File: src/rtl/core/iggfr_pkg.sv
package iggfr_pkg;

    // Only the header and the gain words are ever read back out of a frame.
    localparam int HELD_BYTES = 16;

    localparam logic [7:0] HDR_BYTE0 = 8'h8a;
    localparam logic [7:0] HDR_BYTE1 = 8'h8b;
    localparam logic [7:0] HDR_BYTE2 = 8'h1c;
    localparam logic [7:0] HDR_BYTE3 = 8'hae;

    localparam logic MODE_BYTE = 1'b0;
    localparam logic MODE_TICK = 1'b1;

    localparam logic REG_IDLE_LIMIT   = 1'b0;
    localparam logic REG_PARSE_ENABLE = 1'b1;

    localparam logic [15:0] IDLE_LIMIT_RST   = 16'd10;
    localparam logic        PARSE_ENABLE_RST = 1'b1;

    typedef struct packed {
        logic [15:0] idle_limit;
        logic        parse_enable;
    } cfg_t;

    typedef struct packed {
        logic        gains_valid;
        logic [15:0] inner_p_gain;
        logic [15:0] inner_i_gain;
        logic [15:0] inner_d_gain;
        logic [15:0] outer_p_gain;
        logic [15:0] outer_i_gain;
        logic [15:0] outer_d_gain;
        logic [5:0]  frame_length;
    } result_t;

endpackage

File: src/rtl/core/idle_gap_gain_frame_receiver_top.sv
// Frame receiver: byte transfers (mode 0) fill the frame buffer, tick transfers
// (mode 1) run the idle-gap poll, and the tick that reaches idle_limit idle ticks
// emits one result and restarts the frame. One item is taken every cycle while in_stall
// is low; a result is presented once its tick has passed through an input register and
// a result register. The input stalls only when a frame-ending tick waits on a held,
// stalled result. Registers: idle_limit at 0x0, parse_enable at 0x4.
module idle_gap_gain_frame_receiver_top #(
    parameter int BUFFER_BYTES = 32
) (
    input  logic        clk,
    input  logic        rst_n,
    input  logic        in_valid,
    output logic        in_stall,
    input  logic        mode,
    input  logic [7:0]  rx_byte,
    output logic        out_valid,
    input  logic        out_stall,
    output logic        gains_valid,
    output logic [15:0] inner_p_gain,
    output logic [15:0] inner_i_gain,
    output logic [15:0] inner_d_gain,
    output logic [15:0] outer_p_gain,
    output logic [15:0] outer_i_gain,
    output logic [15:0] outer_d_gain,
    output logic [5:0]  frame_length,
    input  logic        psel,
    input  logic        penable,
    input  logic        pwrite,
    input  logic [2:0]  paddr,
    input  logic [31:0] pwdata,
    output logic [31:0] prdata,
    output logic        pready
);

    iggfr_pkg::cfg_t    cfg;
    iggfr_pkg::result_t result;
    iggfr_pkg::result_t res_reg;

    logic       s1_valid_reg;
    logic       s1_mode_reg;
    logic [7:0] s1_byte_reg;
    logic       out_valid_reg;
    logic       frame_end;
    logic       out_free;
    logic       step;
    logic       in_take;

    iggfr_apb_regs u_regs (
        .clk     (clk),
        .rst_n   (rst_n),
        .psel    (psel),
        .penable (penable),
        .pwrite  (pwrite),
        .paddr   (paddr),
        .pwdata  (pwdata),
        .prdata  (prdata),
        .pready  (pready),
        .cfg     (cfg)
    );

    iggfr_frame_ctrl #(
        .BUFFER_BYTES (BUFFER_BYTES)
    ) u_ctrl (
        .clk       (clk),
        .rst_n     (rst_n),
        .step      (step),
        .item_mode (s1_mode_reg),
        .item_byte (s1_byte_reg),
        .cfg       (cfg),
        .frame_end (frame_end),
        .result    (result)
    );

    assign out_free = !out_valid_reg || !out_stall;
    assign step     = s1_valid_reg && (!frame_end || out_free);
    assign in_stall = s1_valid_reg && !step;
    assign in_take  = in_valid && !in_stall;

    always_ff @(posedge clk or negedge rst_n)
    begin
        if (!rst_n)
        begin
            s1_valid_reg  <= 1'b0;
            out_valid_reg <= 1'b0;
        end
        else
        begin
            if (in_take)
                s1_valid_reg <= 1'b1;
            else if (step)
                s1_valid_reg <= 1'b0;

            if (step && frame_end)
                out_valid_reg <= 1'b1;
            else if (!out_stall)
                out_valid_reg <= 1'b0;
        end
    end

    always_ff @(posedge clk)
    begin
        if (in_take)
        begin
            s1_mode_reg <= mode;
            s1_byte_reg <= rx_byte;
        end
        if (step && frame_end)
            res_reg <= result;
    end

    assign out_valid    = out_valid_reg;
    assign gains_valid  = res_reg.gains_valid;
    assign inner_p_gain = res_reg.inner_p_gain;
    assign inner_i_gain = res_reg.inner_i_gain;
    assign inner_d_gain = res_reg.inner_d_gain;
    assign outer_p_gain = res_reg.outer_p_gain;
    assign outer_i_gain = res_reg.outer_i_gain;
    assign outer_d_gain = res_reg.outer_d_gain;
    assign frame_length = res_reg.frame_length;

`ifndef SYNTHESIS
    a_stall_only_when_blocked: assert property (@(posedge clk) disable iff (!rst_n)
        in_stall |-> (s1_valid_reg && out_valid_reg && out_stall))
        else $error("input stalled without a blocked result");

    a_frame_end_loads_result: assert property (@(posedge clk) disable iff (!rst_n)
        (step && frame_end) |=> out_valid_reg)
        else $error("frame end did not produce a result");

    a_gains_zero_when_invalid: assert property (@(posedge clk) disable iff (!rst_n)
        (out_valid_reg && !gains_valid) |->
        (inner_p_gain == 16'd0 && inner_i_gain == 16'd0 && inner_d_gain == 16'd0 &&
         outer_p_gain == 16'd0 && outer_i_gain == 16'd0 && outer_d_gain == 16'd0))
        else $error("gains not cleared on an unparsed frame");
`endif

endmodule

File: src/rtl/core/iggfr_apb_regs.sv
module iggfr_apb_regs (
    input  logic                clk,
    input  logic                rst_n,
    input  logic                psel,
    input  logic                penable,
    input  logic                pwrite,
    input  logic [2:0]          paddr,
    input  logic [31:0]         pwdata,
    output logic [31:0]         prdata,
    output logic                pready,
    output iggfr_pkg::cfg_t     cfg
);

    logic [15:0] idle_limit_reg;
    logic        parse_enable_reg;
    logic        wr_en;
    logic        reg_sel;

    assign pready  = 1'b1;
    assign wr_en   = psel && penable && pwrite;
    assign reg_sel = paddr[2];

    always_ff @(posedge clk or negedge rst_n)
    begin
        if (!rst_n)
        begin
            idle_limit_reg   <= iggfr_pkg::IDLE_LIMIT_RST;
            parse_enable_reg <= iggfr_pkg::PARSE_ENABLE_RST;
        end
        else if (wr_en)
        begin
            unique case (reg_sel)
                iggfr_pkg::REG_IDLE_LIMIT:   idle_limit_reg   <= pwdata[15:0];
                iggfr_pkg::REG_PARSE_ENABLE: parse_enable_reg <= pwdata[0];
                default: ;
            endcase
        end
    end

    always_comb
    begin
        unique case (reg_sel)
            iggfr_pkg::REG_IDLE_LIMIT:   prdata = {16'd0, idle_limit_reg};
            iggfr_pkg::REG_PARSE_ENABLE: prdata = {31'd0, parse_enable_reg};
            default:                     prdata = '0;
        endcase
    end

    assign cfg.idle_limit   = idle_limit_reg;
    assign cfg.parse_enable = parse_enable_reg;

endmodule

File: src/rtl/core/iggfr_frame_ctrl.sv
module iggfr_frame_ctrl #(
    parameter int BUFFER_BYTES = 32
) (
    input  logic                 clk,
    input  logic                 rst_n,
    input  logic                 step,
    input  logic                 item_mode,
    input  logic [7:0]           item_byte,
    input  iggfr_pkg::cfg_t      cfg,
    output logic                 frame_end,
    output iggfr_pkg::result_t   result
);

    localparam int CntW  = $clog2(BUFFER_BYTES + 1);
    localparam int HeldN = iggfr_pkg::HELD_BYTES;

    logic [7:0]      held_reg [HeldN];
    logic [7:0]      rd       [HeldN];
    logic [CntW-1:0] count_reg, count_next;
    logic [CntW-1:0] last_reg, last_next;
    logic [15:0]     idle_reg, idle_next, idle_inc;
    logic            receiving_reg, receiving_next;
    logic [CntW+5:0] count_wide;
    logic            hdr_ok;
    logic            gains_ok;

    // Store the first bytes of a frame; later positions are never read.
    always_ff @(posedge clk)
    begin
        for (int p = 0; p < HeldN; p++)
        begin
            if (step && item_mode == iggfr_pkg::MODE_BYTE && count_reg == CntW'(p))
                held_reg[p] <= item_byte;
        end
    end

    // Positions at or beyond the byte count are masked to read zero.
    always_comb
    begin
        for (int p = 0; p < HeldN; p++)
            rd[p] = (CntW'(p) < count_reg) ? held_reg[p] : 8'd0;
    end

    assign idle_inc = (idle_reg == 16'hffff) ? idle_reg : idle_reg + 16'd1;

    always_comb
    begin
        count_next     = count_reg;
        last_next      = last_reg;
        idle_next      = idle_reg;
        receiving_next = receiving_reg;
        frame_end      = 1'b0;
        if (item_mode == iggfr_pkg::MODE_BYTE)
        begin
            if (count_reg < CntW'(BUFFER_BYTES))
                count_next = count_reg + 1'b1;
        end
        else
        begin
            if (!receiving_reg)
            begin
                if (count_reg != '0)
                begin
                    receiving_next = 1'b1;
                    last_next      = count_reg;
                end
            end
            else if (count_reg == last_reg)
            begin
                idle_next = idle_inc;
                frame_end = (idle_inc >= cfg.idle_limit);
            end
            else
            begin
                idle_next = 16'd0;
                last_next = count_reg;
            end
            if (frame_end)
            begin
                count_next     = '0;
                last_next      = '0;
                idle_next      = 16'd0;
                receiving_next = 1'b0;
            end
        end
    end

    always_ff @(posedge clk or negedge rst_n)
    begin
        if (!rst_n)
        begin
            count_reg     <= '0;
            last_reg      <= '0;
            idle_reg      <= 16'd0;
            receiving_reg <= 1'b0;
        end
        else if (step)
        begin
            count_reg     <= count_next;
            last_reg      <= last_next;
            idle_reg      <= idle_next;
            receiving_reg <= receiving_next;
        end
    end

    assign hdr_ok = (rd[0] == iggfr_pkg::HDR_BYTE0) && (rd[1] == iggfr_pkg::HDR_BYTE1) &&
                    (rd[2] == iggfr_pkg::HDR_BYTE2) && (rd[3] == iggfr_pkg::HDR_BYTE3);
    assign gains_ok   = cfg.parse_enable && hdr_ok;
    assign count_wide = (CntW + 6)'(count_reg);

    assign result.gains_valid  = gains_ok;
    assign result.inner_p_gain = gains_ok ? {rd[4],  rd[5]}  : 16'd0;
    assign result.inner_i_gain = gains_ok ? {rd[6],  rd[7]}  : 16'd0;
    assign result.inner_d_gain = gains_ok ? {rd[8],  rd[9]}  : 16'd0;
    assign result.outer_p_gain = gains_ok ? {rd[10], rd[11]} : 16'd0;
    assign result.outer_i_gain = gains_ok ? {rd[12], rd[13]} : 16'd0;
    assign result.outer_d_gain = gains_ok ? {rd[14], rd[15]} : 16'd0;
    assign result.frame_length = count_wide[5:0];

endmodule

File: config.mk
export PLATFORM = sky130hd
export DESIGN_NAME = idle_gap_gain_frame_receiver_top
export DESIGN_NICKNAME = d
export VERILOG_FILES = /design/src/rtl/core/iggfr_pkg.sv /design/src/rtl/core/idle_gap_gain_frame_receiver_top.sv /design/src/rtl/core/iggfr_apb_regs.sv /design/src/rtl/core/iggfr_frame_ctrl.sv
export SDC_FILE = /design/constraint.sdc
export NUM_CORES = 1
export LEC_CHECK = 0
export BUFFER_PORTS_ARGS = -buffer_cell sky130_fd_sc_hd__clkbuf_2
export CORE_ASPECT_RATIO = 1.75
export CORE_MARGIN = 1.5
export CORE_UTILIZATION = 34
export CTS_CLUSTER_DIAMETER = 60
export DETAILED_ROUTE_END_ITERATION = 7
export SYNTH_ARGS = -nofsm -noshare
export SYNTH_HDL_FRONTEND = slang
export SYNTH_SLANG_ARGS = --single-unit
File: constraint.sdc
create_clock -name clk -period 7.6 [get_ports clk]
set_input_delay 0.76 -clock clk [delete_from_list [all_inputs] [get_ports clk]]
set_output_delay 0.76 -clock clk [all_outputs]
set_load 0.01 [all_outputs]
==> impl_metrics.tcl, run 1 <==
set metrics [dict create \
    status "completed" \
    areaGrowthSynthToFinish_pct 18.2 \
    start_kind "register" \
    hold_buffers 0 \
    tns_ns 0 \
    p_clk_share_pct 38.5 \
    required_ns 7.80 \
    vias 6217 \
    worstPathArrival_ns 5.18 \
    grt_max_degree 74 \
    fmax_mhz 201 \
    die_h_um 245 \
    fin_crit_sh_pct 65.5 \
    p_int_uw 2710 \
    drc_errors 0 \
    cts_max_level 1 \
    ys_top_cells_by_area "edfxtp_1, dfrtp_1, and2_1" \
    rsz0062_at_grt "no" \
    n_antenna_cell 0 \
    slowest_stage "nor2_4" \
    cts_tree "yes" \
    cts_root_buf "clkbuf_16" \
    ys_types 55 \
    wirelength_um 23400 \
    antenna_found_initial 0 \
    synthFlopType "edfxtp_1" \
    path_class "reg2reg" \
    final_nets 970 \
    viasPerCell 4.70 \
    drt-initial-drc-count 307 \
    dr.pass1.iters 4 \
    fill_cells 3029 \
    dpl.hpwl_um 16100 \
    cellPowerDensity_nw_per_um2 267 \
    post_synth_inst_count 730 \
    clock_skew_ns 0.00873 \
    register_area_um2 8410 \
    clkTransAtPathRegs_ns 0.07 \
    cts_resized 0 \
    p_switching_uw 875 \
    cts.sinks 288 \
    fin_util_pct 40.7 \
    layout_min_cycle_time_ns 4.98 \
    yosysMostFrequentCell "edfxtp_1" \
    post_cts_buffers 0 \
    globalRouteOverflowTotal 0 \
    hold_viol 0 \
    synthArstFlopShare_pct 16.7 \
    synth_edf_count 240 \
    power_frac_seq_pct 52.9 \
    switching_share_pct 24.4 \
    vdd_ir_drop_max_mv 0.175 \
    cp_max_fo 73 \
    slew_viol_final 0 \
    endpoint_kind "register" \
    maxCapViolCount 0 \
    pwr-share-comb_pct 8.6 \
    grt_pass1_vias 6040 \
    clk_path_buf_depth 3 \
    multi_input_area_um2 2720 \
    crit_chain "ha_1 -> nand3_1 -> nor3_4 -> nand2_4 -> and4_4 -> and3_4 -> xor2_1 -> ha_1 -> nand4_1 -> a21oi_1 -> nand3b_1 -> a31oi_2 -> nand3_1 -> nor2_4 -> buf_12" \
    die_w_um 141 \
    slew_headroom_pct 24.4 \
    ant_nets 0 \
    clk-insertion-delay-late_ns 0.55 \
    max_slew.worst_pin.slew_ns 1.12 \
    gp_congestion 0.780 \
    synth_top_area_share_pct 63.6 \
    core-area_um2 32900 \
    leakagePower_uw 0.00486 \
    die_area_um2 34500 \
    cts_buffers 27 \
    yosysTopAreaCell "edfxtp_1" \
    ys_seq_area_share_pct 74.2 \
    grt_pass1_wl_um 34900 \
    grt_usage_pct 13.5 \
    setup_viol 0 \
    netlist_area_um2 11300 \
    drive_gt1_share_pct 26.8 \
    std_cell_rows 88 \
    wl_per_cell_um 17.7 \
    ys_top_cells_by_count "edfxtp_1, and2_1, nor2_1" \
    yosys_warnings 0 \
    hp-class "in2async" \
    ios 189 \
    cpPeakStageDelay_ns 0.81 \
    start_util_pct 34.4 \
    ys_ff_latch 288 \
    largest_register_ffs 128 \
    io_buffer_count 153 \
    synth_area_per_cell_um2 15.5 \
]
## worst paths after layout
kind	cells past startpoint	slack (ns)	from	endpoint
max	15	2.62	u_ctrl.idle_reg[0]$_DFFE_PN0P_	outer_i_gain[4]$_SDFFCE_PN0P_
min	2	0.32	rst_n	u_regs.idle_limit_reg[13]$_DFFE_PN0P_
max reg2reg	15	2.62	u_ctrl.idle_reg[0]$_DFFE_PN0P_	outer_i_gain[4]$_SDFFCE_PN0P_
min reg2reg	1	0.51	u_regs.idle_limit_reg[10]$_DFFE_PN0P_	u_regs.idle_limit_reg[10]$_DFFE_PN0P_
max in group asynchronous	2	6.84	rst_n	u_ctrl.last_reg[3]$_DFFE_PN0P_
min in group clk	1	0.40	rx_byte[3]	s1_byte_reg[3]$_DFFE_PP_
## power groups by stage
| stage | Sequential, uW | Clock (uW) | Combinational [uW] |
|---|---|---|---|
| after CTS | 1900 | 1410 | 315 |
| final | 1890 | 1380 | 309 |
| after global placement | 1930 | 0 | 310 |
| after floorplan | 1870 | 0 | 254 |
| after detailed placement | 1930 | 0 | 312 |
| after global routing | 1910 | 1470 | 358 |
## worst max-delay path, delay by kind of cell, from the launching register on
family / cells / cell delay [ns]
xor gates and xnor gates: 1 / 0.15
DFF: 1 / 0.43
AOI/OAI and AO/OA: 2 / 0.54
buffers and inverters: 1 / 0.39
and+or+nand+nor: 9 / 2.44
adders and majority gates: 2 / 0.59
## layer usage
metal | part of all wire [%] | GRT usage [%] | vias up
met5 | 0 | 0 | -
met4 | 2.4 | 4.90 | 0
met3 | 4.5 | 2.27 | 39
met2 | 57 | 26.1 | 167
met1 | 36 | 14.3 | 3035
li1 | - | - | 2976
## cells by family (layout without fill, tap and decap cells)
| logic type | count (synthesis) | after routing | share of synthesized area [%] |
|---|---|---|---|
| fa+ha+maj | 20 | 20 | 2.21 |
| simple gates | 257 | 257 | 13.2 |
| other cells | 2 | 17 | 0.0662 |
| mux | 21 | 21 | 2.07 |
| compound gates | 74 | 74 | 4.63 |
| buf+inv | 52 | 225 | 2.39 |
| flops | 288 | 288 | 74.2 |
| xor+xnor | 16 | 16 | 1.24 |
## cell usage in the layout, fill, tap and decap left out, drive strengths merged, types with 4 or more instances in the layout
cell type and count:
bufinv 4, nand2b 8, clkinv 8, nand2 26, edfxtp 240, nor2 54, inv 22, clkbuf 186
and2 98, a31oi 10, xor2 11, o21a 7, a22o 11, a21oi 30, dfrtp 45, xnor2 5
and3 9, nor3 8, nand3 24, o21ai 8, nor2b 4, ha 20, conb 17, nand4 7
mux2 20, nor4 5
## layout make-up
class	count	share of cell area, %
Sequential cell	288	62.7
Multi-Input combinational cell	405	20.3
Timing Repair Buffer	155	5.92
Clock buffer	33	5.21
Clock inverter	15	1.46
Tap cell	405	3.78
Inverter	22	0.616
## per-stage QoR
stage / cells / power [uW] / hold slack (ns) / instance area (um2) / setup WS [ns]
floorplan: 745 / 2130 / 0.420 / 11400 / 1.66
global placement: 1275 / 2240 / 0.488 / 12500 / 2.66
detailed placement: 1275 / 2240 / 0.494 / 12500 / 2.56
CTS: 1323 / 3620 / 0.340 / 13400 / 2.55
global route: 1323 / 3740 / 0.374 / 13400 / 2.24
finish: 1323 / 3580 / 0.325 / 13400 / 2.62
Power figures use the tool's default switching activity.
==> run 2, diff against run 1 <==
- ABC_AREA: unset -> 1
- clock period: 7.6 -> 4.8 ns (I/O delays scaled with it)
==> run 2 against run 1 <==
Worst setup slack worse by 2.0 ns; first-iteration DRC count is 25% lower; via count is 13% higher; clock skew is 0.0058 ns higher; critical endpoint is now outer_d_gain[0]$_SDFFCE_PN0P_.
==> impl_metrics.tcl, run 2 <==
set metrics [dict create \
    status "completed" \
    cts_tree "yes" \
    hp-class "in2async" \
    slew_viol_final 0 \
    cts_resized 0 \
    tns_ns 0 \
    gp_congestion 0.827 \
    layout_min_cycle_time_ns 4.22 \
    path_common_cell "nand2_1" \
    endpoint_kind "register" \
    fill_cells 3216 \
    yosys_warnings 0 \
    viasPerCell 4.30 \
    die_area_um2 35300 \
    ff2ff_path_depth 22 \
    drc_errors 0 \
    path_class "reg2reg" \
    clk-insertion-delay-late_ns 0.54 \
    r2r-start "u_ctrl.idle_reg[0]$_DFFE_PN0P_" \
    grt_pass1_vias 6997 \
    fin_util_pct 40.8 \
    dpl.hpwl_um 17400 \
    hold_buffers 0 \
    antenna_found_initial 0 \
    finalPower_uw 5250 \
    cp_max_fo 68 \
    setup_viol 0 \
    fmax_mhz 237 \
    r2r_slack_ns 0.58 \
    ys_top_cells_by_count "edfxtp_1, nor2_1, inv_1" \
    die_h_um 248 \
    synthFlopType "edfxtp_1" \
    start_kind "register" \
    vdd_ir_drop_max_mv 0.253 \
    clkTransAtPathRegs_ns 0.06 \
    final_nets 1231 \
    wirelength_um 24100 \
    cellPowerDensity_nw_per_um2 381 \
    rsz0062_at_grt "no" \
    drt-initial-drc-count 230 \
    synth_edf_count 240 \
    n_antenna_cell 0 \
    io_buffer_count 153 \
    clock_skew_ns 0.0145 \
    largest_register_ffs 128 \
    yosysMostFrequentCell "edfxtp_1" \
    ys_top_cells_by_area "edfxtp_1, dfrtp_1, nor2_1" \
    crit_buf_inv 5 \
    netlist_area_um2 11600 \
    globalRouteOverflowTotal 0 \
    ys_seq_area_share_pct 72.4 \
    fin_crit_sh_pct 88.0 \
    post_synth_inst_count 984 \
    cts.sinks 288 \
    cp_top_family "simple AND/OR/NAND/NOR gates" \
    grt_usage_pct 13.9 \
    hold_viol 0 \
    grt_pass1_wl_um 37100 \
    r2r_end "outer_d_gain[0]$_SDFFCE_PN0P_" \
    clk_path_buf_depth 3 \
    cts_root_buf "clkbuf_16" \
    areaGrowthSynthToFinish_pct 18.5 \
    grt_max_degree 69 \
    worstPathArrival_ns 4.38 \
    required_ns 4.96 \
    ios 189 \
    wl_per_cell_um 14.8 \
    final_cell_mix "edfxtp_1, nor2_1, inv_1" \
    slew_headroom_pct 23.8 \
    ant_nets 0 \
    max_slew.worst_pin.slew_ns 1.13 \
    crit_chain "ha_1 -> inv_1 -> nor3_2 -> nand2_1 -> nor2_2 -> inv_2 -> nor2_1 -> nor2_1 -> ha_1 -> nand2_1 -> nand2_1 -> nand2_1 -> nand2_1 -> nand2_1 -> nand2_1 -> nand2_1 -> nand2_1 -> nand2_1 -> inv_2 -> nand4_1 -> clkinvlp_4 -> buf_4" \
    std_cell_rows 89 \
    ys_types 40 \
    multi_input_area_um2 2420 \
    die_w_um 143 \
    final_common_cell "edfxtp_1" \
    synth_top_area_share_pct 62.0 \
    dr.pass1.iters 6 \
    start_util_pct 34.4 \
    core-area_um2 33700 \
    vias 7016 \
    cts_max_level 1 \
    synthArstFlopShare_pct 16.7 \
    cpPeakStageDelay_ns 0.67 \
    maxCapViolCount 0 \
    ys_ff_latch 288 \
    slowest_stage "buf_4" \
    synth_area_per_cell_um2 11.8 \
    register_area_um2 8410 \
    cts_buffers 27 \
    drive_gt1_share_pct 19.7 \
    yosysTopAreaCell "edfxtp_1" \
    post_cts_buffers 0 \
    leakagePower_uw 0.00634 \
]
-- run 2: through the flow --
stage          std cells  area, um2  worst slack [ns]  hold slack, ns
6_report            1632      13800             0.578          0.0541
5_1_grt             1632      13800             0.141           0.102
4_1_cts             1632      13800             0.542          0.0701
3_5_place_dp        1586      12900             0.558           0.494
3_3_place_gp        1586      12900             0.620           0.488
2_1_floorplan        999      11700             0.371           0.184
-- run 2: worst max path at each step --
stage | cells after the start | from | slack [ns] | end
3_5_place_dp | 22 | u_ctrl.idle_reg[0]$_DFFE_PN0P_ | 0.56 | outer_d_gain[0]$_SDFFCE_PN0P_
3_3_place_gp | 22 | u_ctrl.idle_reg[0]$_DFFE_PN0P_ | 0.62 | outer_d_gain[4]$_SDFFCE_PN0P_
2_1_floorplan | 21 | u_ctrl.idle_reg[0]$_DFFE_PN0P_ | 0.37 | frame_length[0]$_DFFE_PP_
6_report | 22 | u_ctrl.idle_reg[0]$_DFFE_PN0P_ | 0.58 | outer_d_gain[0]$_SDFFCE_PN0P_
5_1_grt | 22 | u_ctrl.idle_reg[0]$_DFFE_PN0P_ | 0.14 | inner_d_gain[3]$_SDFFCE_PN0P_
4_1_cts | 22 | u_ctrl.idle_reg[0]$_DFFE_PN0P_ | 0.54 | outer_d_gain[0]$_SDFFCE_PN0P_
-- run 2: final cells by class --
type                            count  share of cell area (%)
Clock buffer                       30                    4.99
Clock inverter                     16                    1.35
Timing Repair Buffer              160                    6.04
Sequential cell                   288                    61.1
Inverter                          175                    4.80
Multi-Input combinational cell    508                    17.6
Tap cell                          455                    4.14
-- run 2: logic make-up after synthesis --
logic type / Yosys count / synth area share [%]
simple gates: 419 / 15.4
buf+inv: 203 / 7.25
flops: 288 / 72.4
fa+ha+maj: 20 / 2.15
compound gates: 43 / 2.08
xor+xnor: 9 / 0.679
other cells: 2 / 0.0647
-- run 2: layer usage --
| layer | vias up | wire length (um) | GRT usage (%) |
|---|---|---|---|
| met1 | 3333 | 8470 | 13.9 |
| met5 | - | 0 | 0 |
| met4 | 0 | 486 | 3.91 |
| met3 | 32 | 868 | 1.64 |
| li1 | 3504 | - | - |
| met2 | 147 | 14300 | 29.0 |
-- run 2: power by group --
| part | total [uW] | internal (uW) | switching (uW) |
|---|---|---|---|
| combinational | 304 | 97.5 | 207 |
| clock | 2120 | 1240 | 882 |
| sequential | 2820 | 2760 | 64.7 |
-- run 2: worst register-to-register path, stage by stage (launching register included) --
cell        delay, ns
dfrtp_1          0.41
ha_1             0.23
inv_1            0.08
nor3_2           0.20
nand2_1          0.13
nor2_2           0.27
inv_2            0.14
nor2_1           0.11
nor2_1           0.06
ha_1             0.30
nand2_1          0.06
nand2_1          0.05
nand2_1          0.05
nand2_1          0.05
nand2_1          0.04
nand2_1          0.09
nand2_1          0.10
nand2_1          0.13
nand2_1          0.13
inv_2            0.14
nand4_1          0.19
clkinvlp_4       0.18
buf_4            0.67
